## config.mk

```make
export PLATFORM = sky130hd
export DESIGN_NAME = stove_safety_interlock
export DESIGN_NICKNAME = d
export VERILOG_FILES = /design/src/design/stv_pkg.sv /design/src/design/stv_knob_class.sv /design/src/design/stv_pan_class.sv /design/src/design/stv_ctrl.sv /design/src/design/stove_safety_interlock.sv
export SDC_FILE = /design/constraint.sdc
export NUM_CORES = 1
export LEC_CHECK = 0
export ABC_AREA = 0
export BUFFER_PORTS_ARGS = -buffer_cell sky130_fd_sc_hd__buf_2
export CAP_MARGIN = 20
export CORE_UTILIZATION = 65
export DETAILED_ROUTE_END_ITERATION = 12
export PLACE_DENSITY = 0.85
export SYNTH_ARGS = -nofsm -noshare
export SYNTH_HDL_FRONTEND = slang
export SYNTH_SLANG_ARGS = --single-unit
```

## constraint.sdc

```tcl
create_clock -name aclk -period 19.2 [get_ports aclk]
set_clock_uncertainty 0.1 [all_clocks]
set_input_delay 1.92 -clock aclk [delete_from_list [all_inputs] [get_ports aclk]]
set_output_delay 1.92 -clock aclk [all_outputs]
set_load 0.005 [all_outputs]
```

## src/design/stv_pkg.sv

```systemverilog
`timescale 1ns / 1ps

package stv_pkg;

    localparam int KNOB_MAX    = 4;
    localparam int ANGLE_W     = 12;
    localparam int CELSIUS_W   = 9;
    localparam int TIMER_W     = 16;
    localparam int TEMP_W      = 13;
    localparam int CONF_W      = 7;
    localparam int CFG_INDEX_W = 3;
    localparam int CFG_DATA_W  = 16;

    typedef enum logic [1:0] {
        OP_TICK      = 2'd0,
        OP_CLOSE     = 2'd1,
        OP_ALARM_ON  = 2'd2,
        OP_ALARM_OFF = 2'd3
    } op_t;

    typedef enum logic [1:0] {
        PAN_SAFE     = 2'd0,
        PAN_OVERHEAT = 2'd1,
        PAN_SMOKING  = 2'd2,
        PAN_FLAMING  = 2'd3
    } pan_class_t;

    localparam logic ALERT_SMOLDER = 1'b0;
    localparam logic ALERT_FLAME   = 1'b1;

    localparam logic [CONF_W-1:0] CONF_TIMER = 7'd80;
    localparam logic [CONF_W-1:0] CONF_SMOKE = 7'd85;
    localparam logic [CONF_W-1:0] CONF_FLAME = 7'd95;

    // x/10 for x < 4096 as (x * 3277) >> 15
    localparam logic [ANGLE_W-1:0] DIV10_MUL   = 12'd3277;
    localparam int                 DIV10_SHIFT = 15;
    // tenths at or below this truncate to a negative whole degree
    localparam logic signed [TEMP_W-1:0] TEMP_NEG_LIMIT = -13'sd10;

    localparam logic [CFG_INDEX_W-1:0] CFG_KNOB_ON   = 3'd0;
    localparam logic [CFG_INDEX_W-1:0] CFG_LEVEL_TWO = 3'd1;
    localparam logic [CFG_INDEX_W-1:0] CFG_LEVEL_THR = 3'd2;
    localparam logic [CFG_INDEX_W-1:0] CFG_OVERHEAT  = 3'd3;
    localparam logic [CFG_INDEX_W-1:0] CFG_SMOKING   = 3'd4;
    localparam logic [CFG_INDEX_W-1:0] CFG_IGNITE    = 3'd5;
    localparam logic [CFG_INDEX_W-1:0] CFG_UNATTEND  = 3'd6;

    typedef logic [KNOB_MAX-1:0][ANGLE_W-1:0] knob_angles_t;

    // one classified item handed to the control stage
    typedef struct packed {
        op_t                         op;
        logic [KNOB_MAX-1:0]         on_mask;
        logic [2*KNOB_MAX-1:0]       levels;
        pan_class_t                  pan_class;
    } item_t;

endpackage

```

## src/design/stv_knob_class.sv

```systemverilog
`timescale 1ns / 1ps

module stv_knob_class #(
    parameter int KNOB_COUNT = 4
) (
    input  stv_pkg::knob_angles_t             angles,
    input  logic [stv_pkg::ANGLE_W-1:0]       on_threshold,
    input  logic [stv_pkg::ANGLE_W-1:0]       two_threshold,
    input  logic [stv_pkg::ANGLE_W-1:0]       three_threshold,
    output logic [stv_pkg::KNOB_MAX-1:0]      on_mask,
    output logic [2*stv_pkg::KNOB_MAX-1:0]    levels
);
    import stv_pkg::*;

    always_comb begin
        on_mask = '0;
        levels  = '0;
        for (int i = 0; i < KNOB_MAX; i++) begin
            if ((i < KNOB_COUNT) && (angles[i] > on_threshold)) begin
                on_mask[i] = 1'b1;
                if (angles[i] > three_threshold) begin
                    levels[2*i +: 2] = 2'd3;
                end else if (angles[i] > two_threshold) begin
                    levels[2*i +: 2] = 2'd2;
                end else begin
                    levels[2*i +: 2] = 2'd1;
                end
            end
        end
    end

endmodule

```

## src/design/stv_pan_class.sv

```systemverilog
`timescale 1ns / 1ps

module stv_pan_class (
    input  logic signed [stv_pkg::TEMP_W-1:0]   temp_tenths,
    input  logic [stv_pkg::CELSIUS_W-1:0]       overheat_c,
    input  logic [stv_pkg::CELSIUS_W-1:0]       smoking_c,
    input  logic [stv_pkg::CELSIUS_W-1:0]       ignite_c,
    output stv_pkg::pan_class_t                 pan_class
);
    import stv_pkg::*;

    logic [ANGLE_W-1:0]   mag;
    logic [2*ANGLE_W-1:0] prod;
    logic [CELSIUS_W-1:0] deg;
    logic                 below_zero;

    // small negatives truncate to zero degrees, the rest are below every threshold
    assign below_zero = (temp_tenths <= TEMP_NEG_LIMIT);
    assign mag  = temp_tenths[TEMP_W-1] ? '0 : temp_tenths[ANGLE_W-1:0];
    assign prod = mag * DIV10_MUL;
    assign deg  = prod[DIV10_SHIFT +: CELSIUS_W];

    always_comb begin
        priority if (below_zero) begin
            pan_class = PAN_SAFE;
        end else if (deg >= ignite_c) begin
            pan_class = PAN_FLAMING;
        end else if (deg >= smoking_c) begin
            pan_class = PAN_SMOKING;
        end else if (deg > overheat_c) begin
            pan_class = PAN_OVERHEAT;
        end else begin
            pan_class = PAN_SAFE;
        end
    end

endmodule

```

## src/design/stv_ctrl.sv

```systemverilog
`timescale 1ns / 1ps

module stv_ctrl (
    input  logic                          aclk,
    input  logic                          aresetn,
    input  logic                          item_valid,
    input  stv_pkg::item_t                item,
    input  logic [stv_pkg::TIMER_W-1:0]   unattended_seconds,
    output logic                          item_take,
    output logic                          m_tvalid,
    input  logic                          m_tready,
    output logic [39:0]                   m_tdata,  // on_mask, levels, pan_class, timer_left,
                                                    // valve_is_closed, buzzer_on, alert_confidence
    output logic [1:0]                    m_tuser,  // alert_valid, alert_kind
    output logic                          m_tlast
);
    import stv_pkg::*;

    logic [TIMER_W-1:0]    timer_reg, timer_next;
    logic                  valve_reg, valve_next;
    logic                  buzzer_reg, buzzer_next;
    logic [KNOB_MAX-1:0]   mask_reg;
    logic [2*KNOB_MAX-1:0] levels_reg;
    pan_class_t            class_reg;

    logic                  out_valid_reg;
    logic [1:0]            count_reg, count_next;
    logic                  idx_reg;
    logic                  kind0_reg, kind0_next, kind1_reg, kind1_next;
    logic [CONF_W-1:0]     conf0_reg, conf0_next, conf1_reg, conf1_next;

    logic is_tick, burning, expire, flame, smoke, class_alert;
    logic cur_last, out_fire;
    logic cur_kind;
    logic [CONF_W-1:0] cur_conf;

    assign is_tick     = (item.op == OP_TICK);
    assign burning     = is_tick && (item.on_mask != '0);
    assign expire      = burning && (timer_reg == TIMER_W'(1));
    assign flame       = is_tick && (item.pan_class == PAN_FLAMING);
    assign smoke       = is_tick && (item.pan_class == PAN_SMOKING);
    assign class_alert = flame || smoke;

    assign cur_last  = (count_reg != 2'd2) || idx_reg;
    assign out_fire  = out_valid_reg && m_tready;
    assign item_take = item_valid && (!out_valid_reg || (out_fire && cur_last));

    always_comb begin
        timer_next = timer_reg;
        if (burning) begin
            timer_next = (timer_reg == '0) ? unattended_seconds : timer_reg - TIMER_W'(1);
        end
        valve_next  = valve_reg || expire || class_alert;
        buzzer_next = buzzer_reg || expire || class_alert;
        unique case (item.op)
            OP_TICK:      ;
            OP_CLOSE:     valve_next  = 1'b1;
            OP_ALARM_ON:  buzzer_next = 1'b1;
            OP_ALARM_OFF: buzzer_next = 1'b0;
            default:      ;
        endcase
        count_next = {1'b0, expire} + {1'b0, class_alert};
        kind1_next = flame ? ALERT_FLAME : ALERT_SMOLDER;
        conf1_next = flame ? CONF_FLAME : CONF_SMOKE;
        // timer expiry goes out ahead of the pan alert
        kind0_next = expire ? ALERT_SMOLDER : kind1_next;
        conf0_next = expire ? CONF_TIMER : conf1_next;
    end

    always_ff @(posedge aclk) begin
        if (!aresetn) begin
            timer_reg     <= '0;
            valve_reg     <= 1'b0;
            buzzer_reg    <= 1'b0;
            mask_reg      <= '0;
            levels_reg    <= '0;
            class_reg     <= PAN_SAFE;
            out_valid_reg <= 1'b0;
            count_reg     <= '0;
            idx_reg       <= 1'b0;
        end else begin
            if (item_take) begin
                timer_reg     <= timer_next;
                valve_reg     <= valve_next;
                buzzer_reg    <= buzzer_next;
                out_valid_reg <= 1'b1;
                count_reg     <= count_next;
                idx_reg       <= 1'b0;
                if (is_tick) begin
                    mask_reg   <= item.on_mask;
                    levels_reg <= item.levels;
                    class_reg  <= item.pan_class;
                end
            end else if (out_fire) begin
                if (cur_last) begin
                    out_valid_reg <= 1'b0;
                end else begin
                    idx_reg <= 1'b1;
                end
            end
        end
    end

    always_ff @(posedge aclk) begin
        if (item_take) begin
            kind0_reg <= kind0_next;
            conf0_reg <= conf0_next;
            kind1_reg <= kind1_next;
            conf1_reg <= conf1_next;
        end
    end

    assign cur_kind = (count_reg == '0) ? 1'b0 : (idx_reg ? kind1_reg : kind0_reg);
    assign cur_conf = (count_reg == '0) ? '0 : (idx_reg ? conf1_reg : conf0_reg);

    assign m_tvalid = out_valid_reg;
    assign m_tlast  = cur_last;
    assign m_tuser  = {cur_kind, (count_reg != '0)};
    assign m_tdata  = {1'b0, cur_conf, buzzer_reg, valve_reg, timer_reg,
                       class_reg, levels_reg, mask_reg};

`ifndef ASSERT_OFF
    a_alert_shuts: assert property (@(posedge aclk) disable iff (!aresetn)
        (m_tvalid && m_tuser[0]) |-> (valve_reg && buzzer_reg))
        else $error("alert without valve closed and buzzer on");

    a_pair_first_not_last: assert property (@(posedge aclk) disable iff (!aresetn)
        (m_tvalid && (count_reg == 2'd2) && !idx_reg) |-> !m_tlast)
        else $error("first of two alerts marked last");

    a_expiry_timer_zero: assert property (@(posedge aclk) disable iff (!aresetn)
        (m_tvalid && m_tuser[0] && (m_tdata[38:32] == CONF_TIMER)) |-> (timer_reg == '0))
        else $error("timer alert with timer still running");

    a_second_follows: assert property (@(posedge aclk) disable iff (!aresetn)
        (m_tvalid && m_tready && !m_tlast) |=> (m_tvalid && idx_reg))
        else $error("second alert lost");
`endif

endmodule

```

## src/design/stove_safety_interlock.sv

```systemverilog
`timescale 1ns / 1ps
// m_tvalid rises once an accepted item has passed the input register, then the result register
// throughput: one item per cycle while m_tready is high; a two-alert item takes two result beats
// the input register feeds the classifiers and timer update, the result register holds alerts
// reset: synchronous active-low aresetn clears timer, valve, buzzer, held status and
// restores the default thresholds; no clearing pass is needed

module stove_safety_interlock #(
    parameter int KNOB_COUNT = 4
) (
    input  logic                                aclk,
    input  logic                                aresetn,
    input  logic                                s_tvalid,
    output logic                                s_tready,
    input  logic [63:0]                         s_tdata,  // knob_a_angle, knob_b_angle,
                                                          // knob_c_angle, knob_d_angle,
                                                          // peak_temp_tenths
    input  logic [1:0]                          s_tuser,  // op
    output logic                                m_tvalid,
    input  logic                                m_tready,
    output logic [39:0]                         m_tdata,  // burner_on_mask, burner_levels,
                                                          // pan_class, timer_left,
                                                          // valve_is_closed, buzzer_on,
                                                          // alert_confidence
    output logic [1:0]                          m_tuser,  // alert_valid, alert_kind
    output logic                                m_tlast,
    input  logic                                cfg_valid,
    output logic                                cfg_ready,
    input  logic [stv_pkg::CFG_INDEX_W-1:0]     cfg_index,
    input  logic [stv_pkg::CFG_DATA_W-1:0]      cfg_data
);
    import stv_pkg::*;

    logic [ANGLE_W-1:0]   knob_on_reg, level_two_reg, level_three_reg;
    logic [CELSIUS_W-1:0] overheat_reg, smoking_reg, ignite_reg;
    logic [TIMER_W-1:0]   unattended_reg;

    logic                      in_valid_reg;
    op_t                       op_reg;
    knob_angles_t              angles_reg;
    logic signed [TEMP_W-1:0]  temp_reg;

    logic                      item_take;
    logic                      s_fire;
    item_t                     item;
    logic [KNOB_MAX-1:0]       on_mask;
    logic [2*KNOB_MAX-1:0]     levels;
    pan_class_t                pan_class;

    assign cfg_ready = 1'b1;
    assign s_tready  = !in_valid_reg || item_take;
    assign s_fire    = s_tvalid && s_tready;

    always_ff @(posedge aclk) begin
        if (!aresetn) begin
            knob_on_reg     <= 12'd50;
            level_two_reg   <= 12'd400;
            level_three_reg <= 12'd700;
            overheat_reg    <= 9'd200;
            smoking_reg     <= 9'd232;
            ignite_reg      <= 9'd315;
            unattended_reg  <= 16'd1800;
        end else if (cfg_valid) begin
            unique case (cfg_index)
                CFG_KNOB_ON:   knob_on_reg     <= cfg_data[ANGLE_W-1:0];
                CFG_LEVEL_TWO: level_two_reg   <= cfg_data[ANGLE_W-1:0];
                CFG_LEVEL_THR: level_three_reg <= cfg_data[ANGLE_W-1:0];
                CFG_OVERHEAT:  overheat_reg    <= cfg_data[CELSIUS_W-1:0];
                CFG_SMOKING:   smoking_reg     <= cfg_data[CELSIUS_W-1:0];
                CFG_IGNITE:    ignite_reg      <= cfg_data[CELSIUS_W-1:0];
                CFG_UNATTEND:  unattended_reg  <= cfg_data[TIMER_W-1:0];
                default:       ;
            endcase
        end
    end

    always_ff @(posedge aclk) begin
        if (!aresetn) begin
            in_valid_reg <= 1'b0;
        end else if (s_fire) begin
            in_valid_reg <= 1'b1;
        end else if (item_take) begin
            in_valid_reg <= 1'b0;
        end
    end

    always_ff @(posedge aclk) begin
        if (s_fire) begin
            op_reg     <= op_t'(s_tuser);
            angles_reg <= {s_tdata[47:36], s_tdata[35:24], s_tdata[23:12], s_tdata[11:0]};
            temp_reg   <= s_tdata[60:48];
        end
    end

    stv_knob_class #(
        .KNOB_COUNT (KNOB_COUNT)
    ) u_knob (
        .angles          (angles_reg),
        .on_threshold    (knob_on_reg),
        .two_threshold   (level_two_reg),
        .three_threshold (level_three_reg),
        .on_mask         (on_mask),
        .levels          (levels)
    );

    stv_pan_class u_pan (
        .temp_tenths (temp_reg),
        .overheat_c  (overheat_reg),
        .smoking_c   (smoking_reg),
        .ignite_c    (ignite_reg),
        .pan_class   (pan_class)
    );

    assign item.op        = op_reg;
    assign item.on_mask   = on_mask;
    assign item.levels    = levels;
    assign item.pan_class = pan_class;

    stv_ctrl u_ctrl (
        .aclk               (aclk),
        .aresetn            (aresetn),
        .item_valid         (in_valid_reg),
        .item               (item),
        .unattended_seconds (unattended_reg),
        .item_take          (item_take),
        .m_tvalid           (m_tvalid),
        .m_tready           (m_tready),
        .m_tdata            (m_tdata),
        .m_tuser            (m_tuser),
        .m_tlast            (m_tlast)
    );

endmodule
```

; ---- Word-level counts from Yosys, hierarchy flattened
; Index checks and enable logic that the tools add are counted.
[totals]
regBits = 195
input_bits = 90
output_inout_bits = 46
elab_cells = 135
[op_classes]
addsub = 2
n_mul = 1
magnitude_cmp = 16
eq_ne = 13
muxes = 35
bitwise_logic = 2
n_reduce_logical = 39
[op_table]
columns = cell, count
row1 = greater-than comparator 12 bit, 12
row2 = two-way mux 2 bit, 15
row3 = "multiplier 12 x 12 -> 24 bit, second input constant", 1
row4 = AND reduction 2 bit, 11
row5 = >= comparator 9 bit, 2
row6 = "equality test 16 x 1 -> 1 bit, second input constant", 1
row7 = zero test 16 bit, 1
row8 = two-way mux 16 bit, 1
row9 = "subtractor 16 x 1 -> 16 bit, second input constant", 1
row10 = two-way mux 1 bit, 14
row11 = two-way mux 7 bit, 2
row12 = "<= comparator 13 x 5 -> 1 bit, second input constant", 1
row13 = two-way mux 12 bit, 1
row14 = "equality test 3 bit, second input constant", 3
row15 = greater-than comparator 9 bit, 1
row16 = "equality test 2 bit, second input constant", 4
row17 = logical AND 1 bit, 8
row18 = logical OR 1 bit, 8
row19 = nonzero test 2 bit, 4
row20 = "equality test 3 x 2 -> 1 bit, second input constant", 2
row21 = zero test 2 bit, 2
row22 = two-way mux 4 bit, 1
row23 = nonzero test 4 bit, 1
row24 = "equality test 3 x 1 -> 1 bit, second input constant", 1
row25 = 8 further kinds, 10

; ---- Longest topological paths before layout
; Gate-level depths: netlist of run 1.
[depth]
word_depth = 12
mapped_depth = 30
mapped_depth_nobuf = 29

; ---- By module
; A second synthesis of run 1 with hierarchy kept.
[unflattened]
hier_cells = 1426
area_unflattened_um2 = 13721.9
[by_module_without_submodules]
columns = mod, n_inst, cells_per_inst, area_per_inst_um2, seq_area_each_um2
row1 = stove_safety_interlock, 1, 369, 5037.3, 3493.4
row2 = stv_pan_class, 1, 396, 3388.2, 0.0
row3 = stv_knob_class, 1, 409, 3286.9, 0.0
row4 = stv_ctrl, 1, 252, 2009.4, 810.8

; ---- Least setup slack after synthesis of run 1
; No wires, ideal clock.
[synth_path]
path_kind = reg2reg
startpoint = register temp_reg[12]
endpoint = register u_ctrl.count_reg[0]
setup_ns = 0.128
t_arrival_ns = 6.504
t_required_ns = 18.972
setup_slack_ns = 12.469
stages_incl_launch_ff = 29
n_path_buf = 2
period_less_slack_ns = 6.731
path_cell_list = edfxtp_1 clkbuf_1 clkbuf_1 nor2b_1 ha_1 inv_1 fa_1 inv_1 fa_1 fa_1 inv_1 fa_1 inv_1 ha_1 a21o_1 a21oi_1 o21ai_0 a22oi_1 nand3b_1 xor2_1 ha_1 nand4_1 or3_1 a41oi_1 nor2_1 nor2_1 ha_1 mux2i_1 nor2_1
[synth_via]
elab_chain_len = 11
word_cells_on_any_way = 16
cone_classes = add/sub: 1 / mul: 1 / order compare: 4 / eq/ne: 2 / mux: 5 / reduce/logical: 3
[synth_rtl]
columns = item, line
row1 = "start, declared", stove_safety_interlock.sv:41  ; logic signed [TEMP_W-1:0] temp_reg;
row2 = "start signal, assigned", stove_safety_interlock.sv:91  ; temp_reg <= s_tdata[60:48];
row3 = two-way mux 12 bit, stv_pan_class.sv:19  ; assign mag = temp_tenths[TEMP_W-1] ? '0 : temp_tenths[ANGLE_W-1:0];
row4 = multiplier 12 x 12 -> 24 bit, stv_pan_class.sv:20  ; assign prod = mag * DIV10_MUL;
row5 = greater-than comparator 9 bit, stv_pan_class.sv:30  ; end else if (deg > overheat_c) begin
row6 = two-way mux 1 bit, stv_pan_class.sv:30
row7 = two-way mux 2 bit, stv_pan_class.sv:28  ; end else if (deg >= smoking_c) begin
row8 = two-way mux 2 bit, stv_pan_class.sv:26  ; end else if (deg >= ignite_c) begin
row9 = two-way mux 2 bit *, stv_pan_class.sv:24  ; priority if (below_zero) begin
row10 = equality test 2 bit (on tied branches), "stv_ctrl.sv:40, stv_ctrl.sv:41"
row11 = logical AND 1 bit (on tied branches), "stv_ctrl.sv:40, stv_ctrl.sv:41"
row12 = logical OR 1 bit *, stv_ctrl.sv:42  ; assign class_alert = flame || smoke;
row13 = adder 1 x 1 -> 2 bit *, stv_ctrl.sv:62  ; count_next = {1'b0, expire} + {1'b0, class_alert};
row14 = named net u_ctrl.count_next[0], stv_ctrl.sv:27  ; logic [1:0] count_reg, count_next;
row15 = "end signal, assigned", stv_ctrl.sv:87  ; count_reg <= count_next;
row16 = "end, declared", stv_ctrl.sv:27
; Mark *: on every way through the listed nets, which the timed path passes. The rest lies on a longest branch.
; A chain may end at the register's enable or synchronous reset.

; ---- Worst setup path in the final report of run 1
; Same ends and word-level chain as after synthesis.

==> impl_metrics.json, run 1 <==
{
  "grt_first_pass_wirelength_um": 53700,
  "cts_buffers": 17,
  "critPathArrivalTime_ns": 7.81,
  "finalSetupViolCount": 0,
  "power.total_mw": 1.16,
  "synth.distinct_cells": 77,
  "drtIter0Drc": 857,
  "synth_top_cells_by_count": "ha_1 (251), nand2_1 (195), inv_1 (152)",
  "synth.most_common_cell": "ha_1",
  "htree_levels": 4,
  "drtAntennaViolNets": 0,
  "nNetsFinal": 1944,
  "avgSynthCellArea_um2": 9.27,
  "clock_path_buffers": 2,
  "dp_hpwl_um": 25400,
  "ff2ff_setup_slack_ns": 11.60,
  "worstSetupPathType": "reg2reg",
  "postCtsSetupBuffers": 0,
  "globalRouteTotalUtil": 0.318,
  "largest_reg_flops": 48,
  "fmax_mhz": 132,
  "rsz0062_at_grt": "no",
  "ir_drop_mv": 0.0581,
  "cp-end-kind": "register",
  "viasPerCell": 6.08,
  "num_vias": 11200,
  "synth_seq_cells": 182,
  "max_cap_viol_count": 0,
  "postSynthCellCount": 1462,
  "wire_per_inst_um": 17.9,
  "pin_count": 136,
  "crit_fanout": 24,
  "cts-resized-gates": 0,
  "critPathLaunchType": "register",
  "die_x_um": 146,
  "nFillCells": 1497,
  "drive_above_1_share": 0.125,
  "worstMarginPinSlew_ns": 1.13,
  "root_buffer": "clkbuf_16",
  "clk_latency_ns": 0.44,
  "clock_sinks": 182,
  "synth-edff-count": 66,
  "slew_violations": 0,
  "initial_core_util": 0.665,
  "drc": 0,
  "port_buffers": 129,
  "grt_antenna_before_repair": 0,
  "slowest_delay_ns": 0.83,
  "syn_area_mm2": 0.0135,
  "power.leakage_nw": 6.87,
  "slowest_stage": "edfxtp_1",
  "gr-total-overflow": 0,
  "fin_tns_setup_ns": 0,
  "grt_max_degree": 64,
  "cp_top_family": "adder cells",
  "routed_wl_um": 33100,
  "first_pass_iters": 5,
  "powerDensity_mw_per_mm2": 77.9,
  "status": "complete, no violations",
  "hold_violations": 0,
  "rows": 52,
  "hp-class": "reg2reg",
  "ys_top_cells_by_area": "ha_1 (23%), dfxtp_1 (17%), edfxtp_1 (15%)",
  "clk_pin_slew_ns": 0.07,
  "yosysTopAreaCell": "ha_1",
  "cp.required_ns": 19.42,
  "slew_headroom": 0.245,
  "period_share": 0.396,
  "synthArstFlopShare": 0,
  "yosysSeqAreaShare": 0.318,
  "grt_pass1_vias": 10900,
  "dieHeight_um": 146,
  "crit_buf_inv": 4,
  "yosysWarnings": 0,
  "synth-main-ff-cell": "dfxtp_1",
  "gp_congestion": 0.927,
  "core_area_mm2": 0.0204,
  "hold_slack_ns": 0.356,
  "die_area_mm2": 0.0214,
  "synth_top_area_share": 0.232,
  "finalCriticalPeriod_ns": 7.60,
  "tritoncts": "built",
  "hold_buffers": 0,
  "area_growth_pct": 9.63
}
[final timing paths]
check	cells after the start	to	start
min	2	level_three_reg[8]	level_three_reg[8]
max	27	u_ctrl.count_reg[0]	temp_reg[12]
min reg2reg	2	level_three_reg[8]	level_three_reg[8]
max reg2reg	27	u_ctrl.count_reg[0]	temp_reg[12]
[power breakdown]
part / internal (mW) / switching (mW) / leakage [nW]
combinational: 0.154 / 0.226 / 5.01
clock: 0.184 / 0.161 / 0.279
sequential: 0.416 / 0.0151 / 1.58
[worst reg2reg max path, delay by kind of cell (launching register included)]
kind | cells | cell delay [ns]
and+or+nand+nor | 9 | 1.51
muxes | 1 | 0.13
DFF | 1 | 0.83
adders and majority gates | 8 | 3.21
buffers and inverters | 4 | 0.25
AOI/OAI and AO/OA | 5 | 1.44
[cells in the final DEF (no fill, tap or decap), drive strengths merged, types with 9 or more instances in the layout]
| master | instances |
|---|---|
| and2 | 9 |
| o21a | 25 |
| clkbuf | 19 |
| nor2 | 71 |
| nor2b | 36 |
| xnor2 | 14 |
| o211ai | 34 |
| nand3 | 27 |
| a31oi | 12 |
| buf | 135 |
| fa | 37 |
| nand2 | 195 |
| edfxtp | 66 |
| o31ai | 15 |
| ha | 251 |
| nand4 | 43 |
| o21ai | 32 |
| inv | 161 |
| a21oi | 120 |
| a21o | 37 |
| nor3 | 25 |
| dfxtp | 116 |
[stage by stage]
step,setup slack (ns),std cells,cell area (um2),utilization
after global placement,11.88,1815,14300,0.701
after global routing,11.10,1849,14900,0.729
after floorplan,12.47,1463,13600,-
after detailed placement,11.70,1815,14300,0.701
after CTS,11.68,1847,14800,0.728
final,11.60,1850,14900,0.729
[logic make-up after synthesis]
family,Yosys count,synth area share
compound gates,313,0.155
xor+xnor,21,0.0136
fa+ha+maj,288,0.286
buf+inv,205,0.0648
flops,182,0.318
mux,4,0.00296
other cells,2,0.000554
simple gates,447,0.159
[routing by layer]
layer,vias up,wire length [um],global-route usage
li1,5371,-,-
met1,5276,14000,0.416
met2,503,15300,0.516
met3,91,2540,0.0547
met4,0,1200,0.142
met5,-,0,0
[final cells by class]
cell class                 instances  area [um2]  area share
timing repair buffer             135         698      0.0470
multi-input combinational       1076        8370       0.564
tap                              270         338      0.0227
antenna                            1        2.50    0.000168
clock inverter                    13         119     0.00800
inverter                         154         578      0.0389
clock buffer                      19         443      0.0298
sequential                       182        4300       0.290
No activity file was read; power rests on OpenSTA's default activity.
==> run 2, diff against run 1 <==
ABC_AREA = 1   (was 0)
CORE_UTILIZATION = 55   (was 65)
PLACE_DENSITY = 0.76   (was 0.85)
clock period = 6.35 ns   (was 19.2 ns; I/O delays follow)
==> run 2 against run 1 <==
  * Routed wire length rose by 3.5%
  * Sequential power rose to 3.0 times the previous value
  * Synthesized area rose by 0.42%
  * Register-to-register slack got worse by 11 ns
  * First-iteration DRC count rose by 2.9%
  * Synthesized cell count rose by 12%
  * Core utilization fell by 8.5 points
  * Count of clock-buffer cells in the layout fell by 1
  * Setup slack got worse by 11 ns
  * Via count rose by 3.8%
==> impl_metrics.json, run 2 <==
{
  "status": "complete, no violations",
  "tritoncts": "built",
  "p_seq_frac": 0.319,
  "grt_first_pass_wirelength_um": 54000,
  "clock_power_share": 0.270,
  "finalCriticalPeriod_ns": 6.10,
  "htree_levels": 4,
  "power.total_mw": 4.10,
  "drc": 0,
  "syn_area_mm2": 0.0136,
  "slew_headroom": 0.341,
  "dieHeight_um": 159,
  "hold_violations": 0,
  "max_cap_viol_count": 0,
  "pwr-share-comb": 0.412,
  "area_growth_pct": 15.2,
  "port_buffers": 129,
  "fmax_mhz": 164,
  "largest_reg_flops": 48,
  "power.share.switching": 0.385,
  "drtAntennaViolNets": 0,
  "grt_max_degree": 94,
  "die_area_mm2": 0.0254,
  "finish.instance_area_mm2": 0.0157,
  "grt_pass1_vias": 11000,
  "slowest_delay_ns": 0.50,
  "crit_fanout": 6,
  "setup_ws_ns": 0.249,
  "core_area_mm2": 0.0243,
  "crit_top_cell": "buf_4",
  "ys_top_cells_by_area": "ha_1 (23%), dfxtp_1 (17%), edfxtp_1 (15%)",
  "dp_hpwl_um": 26500,
  "synthArstFlopShare": 0,
  "finalSetupViolCount": 0,
  "viasPerCell": 5.47,
  "p_int_mw": 2.52,
  "rows": 57,
  "ir_drop_mv": 0.196,
  "switchingPower_mw": 1.58,
  "place_ws_ns": -0.0234,
  "initial_core_util": 0.559,
  "nNetsFinal": 2174,
  "gp_congestion": 0.930,
  "powerDensity_mw_per_mm2": 261,
  "critPathArrivalTime_ns": 6.35,
  "clock_path_buffers": 2,
  "cp-end-kind": "register",
  "hp-class": "in2reg",
  "clock_sinks": 182,
  "globalRouteTotalUtil": 0.269,
  "num_vias": 11700,
  "clk_pin_slew_ns": 0.08,
  "wire_per_inst_um": 16.1,
  "drive_above_1_share": 0.155,
  "synth-edff-count": 66,
  "routed_wl_um": 34300,
  "gr-total-overflow": 0,
  "avgSynthCellArea_um2": 8.29,
  "synth_top_area_share": 0.231,
  "cp.required_ns": 6.60,
  "mostFrequentLayoutCell": "inv_1",
  "synth_top_cells_by_count": "inv_1 (262), ha_1 (251), nand2_1 (251)",
  "first_pass_iters": 5,
  "hold_buffers": 0,
  "fin_util": 0.644,
  "clk_latency_ns": 0.45,
  "period_share": 0.961,
  "synth-main-ff-cell": "dfxtp_1",
  "worstSetupPathType": "reg2reg",
  "slowest_stage": "fa_1",
  "die_x_um": 159,
  "postSynthCellCount": 1641,
  "power.leakage_nw": 7.76,
  "worstMarginPinSlew_ns": 0.987,
  "synth.most_common_cell": "inv_1",
  "grt_antenna_before_repair": 0,
  "root_buffer": "clkbuf_16",
  "layout_common_cells": "inv_1 (257), ha_1 (244), nand2_1 (243)",
  "synth_seq_cells": 182,
  "antenna_cells": 0,
  "pin_count": 136,
  "yosysTopAreaCell": "ha_1",
  "critPathLaunchType": "register",
  "cts_buffers": 17,
  "synth.distinct_cells": 47,
  "yosysWarnings": 0,
  "slew_violations": 0,
  "dpl_cell_area_mm2": 0.0147,
  "drtIter0Drc": 882,
  "yosysSeqAreaShare": 0.316
}
[run 2: changes by cell type after synthesis, moves of 32 or more]
cell,change
inv_1,+110
nor2_1,+89
o21ai_0,+73
nand2_1,+56
a21oi_1,+44
nor2b_1,-36
a21o_1,-32
[run 2: metrics by stage]
stage                     hold slack, ns  setup TNS [ns]  instances
after floorplan                    0.329               0       1642
after global placement             0.339               0       2094
after detailed placement           0.344         -0.0234       2094
after CTS                          0.250               0       2129
after global routing               0.242          -0.435       2133
final                              0.252               0       2133
[run 2: final timing paths]
check | cells past startpoint | to | from | slack (ns)
setup reg to reg | 30 | u_ctrl.count_reg[0] | temp_reg[12] | 0.25
hold / removal | 1 | op_reg[0] | s_tuser[0] | 0.25
setup / recovery | 30 | u_ctrl.count_reg[0] | temp_reg[12] | 0.25
hold reg to reg | 2 | unattended_reg[8] | unattended_reg[8] | 0.37
[run 2: cells by family after synthesis]
group / count (synthesis) / share of synthesized area
simple gates: 505 / 0.156
compound gates: 335 / 0.137
buf+inv: 305 / 0.0895
fa+ha+maj: 288 / 0.285
flops: 182 / 0.316
xor+xnor: 24 / 0.0154
other cells: 2 / 0.000552
[run 2: worst max-delay path: cells and delay by family, from the launching register on]
kind	cells	cell delay [ns]
simple gates	13	1.51
flops	1	0.43
fa+ha+maj	7	2.63
compound gates	3	0.38
xor+xnor	1	0.15
buf+inv	6	0.81
[run 2: final cells by class]
class                   instances  area (um2)
clock inverters                14         175
inverters                     267        1010
multi-input cells            1155        8350
well taps                     324         405
flip-flops and latches        182        4300
clock buffers                  18         450
fillers                      1988        8650
repair buffers                173         983
[run 2: routing by layer]
layer	GRT usage	wire (um)	vias up
li1	-	-	5797
met1	0.356	15300	5427
met4	0.0791	694	0
met2	0.452	16100	384
met5	0	0	-
met3	0.0448	2120	61
[run 2: power by group through the flow]
stage	Combinational, mW	Clock [mW]	Sequential [mW]
2_1_floorplan	1.03	0	1.32
3_3_place_gp	1.39	0	1.33
3_5_place_dp	1.45	0	1.33
4_1_cts	1.47	1.11	1.30
5_1_grt	1.91	1.15	1.31
6_report	1.69	1.10	1.31
[run 2: what timing repair did]
action	4_1_cts	5_1_grt
setup buffers	3	4
gates resized for setup	1	76
pin swaps	0	14
gates cloned	0	0
setup endpoints to repair	1	8
==> run 3, diff against run 2 <==
CAP_MARGIN = not set   (was 20)
CORE_ASPECT_RATIO = 1.2   (was not set)
REMOVE_ABC_BUFFERS = 1   (was not set)
==> run 3 against run 2 <==
  * Total power increased by 4.4%
  * Core utilization is 2.0 points higher
  * Routed wire length is 2.1% lower
  * Setup slack worse by 0.094 ns
  * Sequential share of layout area is 0.62 points lower
  * Final area rose by 2.3%
  * Combinational power increased by 9%
  * Register-to-register slack worse by 0.09 ns
  * Clock power is essentially flat
  * Critical path type unchanged
  * Highest routed layer unchanged
==> impl_metrics.json, run 3 (synthesis gave the netlist of run 2 again) <==
{
  "status": "complete, no violations",
  "grt_pass1_vias": 11300,
  "rr_startpoint": "temp_reg[12]",
  "slew_violations": 0,
  "globalRouteTotalUtil": 0.268,
  "grt_antenna_before_repair": 0,
  "hp-class": "in2reg",
  "crit_fanout": 7,
  "drtAntennaViolNets": 0,
  "htree_levels": 4,
  "critPathLaunchType": "register",
  "drc": 0,
  "antenna_cells": 0,
  "min_from": "s_tdata[59]",
  "rsz0062_at_grt": "yes",
  "fmax_mhz": 161,
  "initial_core_util": 0.564,
  "ir_drop_mv": 0.202,
  "worstMarginPinSlew_ns": 0.924,
  "hold_violations": 0,
  "cp.required_ns": 6.62,
  "pin_count": 136,
  "rows": 62,
  "worstSetupStartpoint": "temp_reg[12]",
  "first_pass_iters": 5,
  "mostFrequentLayoutCell": "inv_1",
  "layout_common_cells": "inv_1 (251), ha_1 (238), nand2_1 (235)",
  "powerDensity_mw_per_mm2": 267,
  "cp-end-kind": "register",
  "clk_pin_slew_ns": 0.07,
  "die_area_mm2": 0.0254,
  "gp_congestion": 0.890,
  "gr-total-overflow": 0,
  "period_share": 0.976,
  "clk_latency_ns": 0.44,
  "dpl_cell_area_mm2": 0.0149,
  "die_x_um": 146,
  "hold_buffers": 0,
  "num_vias": 11600,
  "drtIter0Drc": 737,
  "slowest_stage": "edfxtp_1",
  "clock_path_buffers": 2,
  "dp_hpwl_um": 25900,
  "finish.instance_area_mm2": 0.0160,
  "power.total_mw": 4.28,
  "viasPerCell": 5.43,
  "slew_headroom": 0.384,
  "dieHeight_um": 174,
  "max_cap_viol_count": 0,
  "largest_reg_flops": 48,
  "cp_top_family": "adder cells",
  "worstSetupPathType": "reg2reg",
  "critPathArrivalTime_ns": 6.47,
  "cts_buffers": 17,
  "root_buffer": "clkbuf_16",
  "slowest_delay_ns": 0.55,
  "core_area_mm2": 0.0241,
  "tritoncts": "built",
  "grt_first_pass_wirelength_um": 54100,
  "wire_per_inst_um": 15.6,
  "finalSetupViolCount": 0,
  "area_growth_pct": 17.8,
  "grt_max_degree": 94,
  "routed_wl_um": 33600,
  "port_buffers": 129,
  "nNetsFinal": 2190,
  "finalCriticalPeriod_ns": 6.19,
  "clock_sinks": 182,
  "drive_above_1_share": 0.178,
  "power.leakage_nw": 7.88,
  "crit_buf_inv": 6
}
run 3: cell type report:
cell class / count / area (um2)
clock buffers: 20 / 468
clock inverters: 12 / 149
fillers: 1867 / 8090
inverters: 267 / 1010
multi-input cells: 1155 / 8570
flip-flops and latches: 182 / 4300
well taps: 320 / 400
repair buffers: 189 / 1130
run 3: path summary, 6_finish.rpt:
path,to,slack [ns],depth (start not counted)
worst min-delay path,temp_reg[11],0.27,1
worst max register to register,u_ctrl.count_reg[1],0.16,29
worst min register to register,unattended_reg[9],0.36,2
worst max-delay path,u_ctrl.count_reg[1],0.16,29
run 3: report_power, final:
group	internal (mW)	leakage, nW	total (mW)	switching, mW
Combinational	0.774	6.00	1.85	1.07
Sequential	1.27	1.58	1.31	0.0408
Clock	0.628	0.302	1.12	0.494
run 3: per-stage QoR:
stage	worst slack, ns	utilization	hold WS [ns]	cells	TNS, ns
final	0.155	0.665	0.266	2145	0
after global routing	-0.140	0.665	0.256	2145	-0.685
after CTS	0.00472	0.644	0.255	2140	0
after detailed placement	-0.222	0.616	0.351	2106	-0.970
after global placement	-0.0380	0.616	0.338	2106	-0.0627
after floorplan	0.304	-	0.329	1604	0
run 3: timing repair:
item / CTS / global route
gates resized for setup: 19 / 101
buffers inserted: 2 / 5
setup endpoints to repair: 6 / 8
pin swaps: 4 / 45
run 3: per-layer routing:
metal | routed length (um) | track usage
met1 | 13700 | 0.317
met2 | 17200 | 0.485
met3 | 1420 | 0.0323
met4 | 1240 | 0.116
met5 | 0 | 0
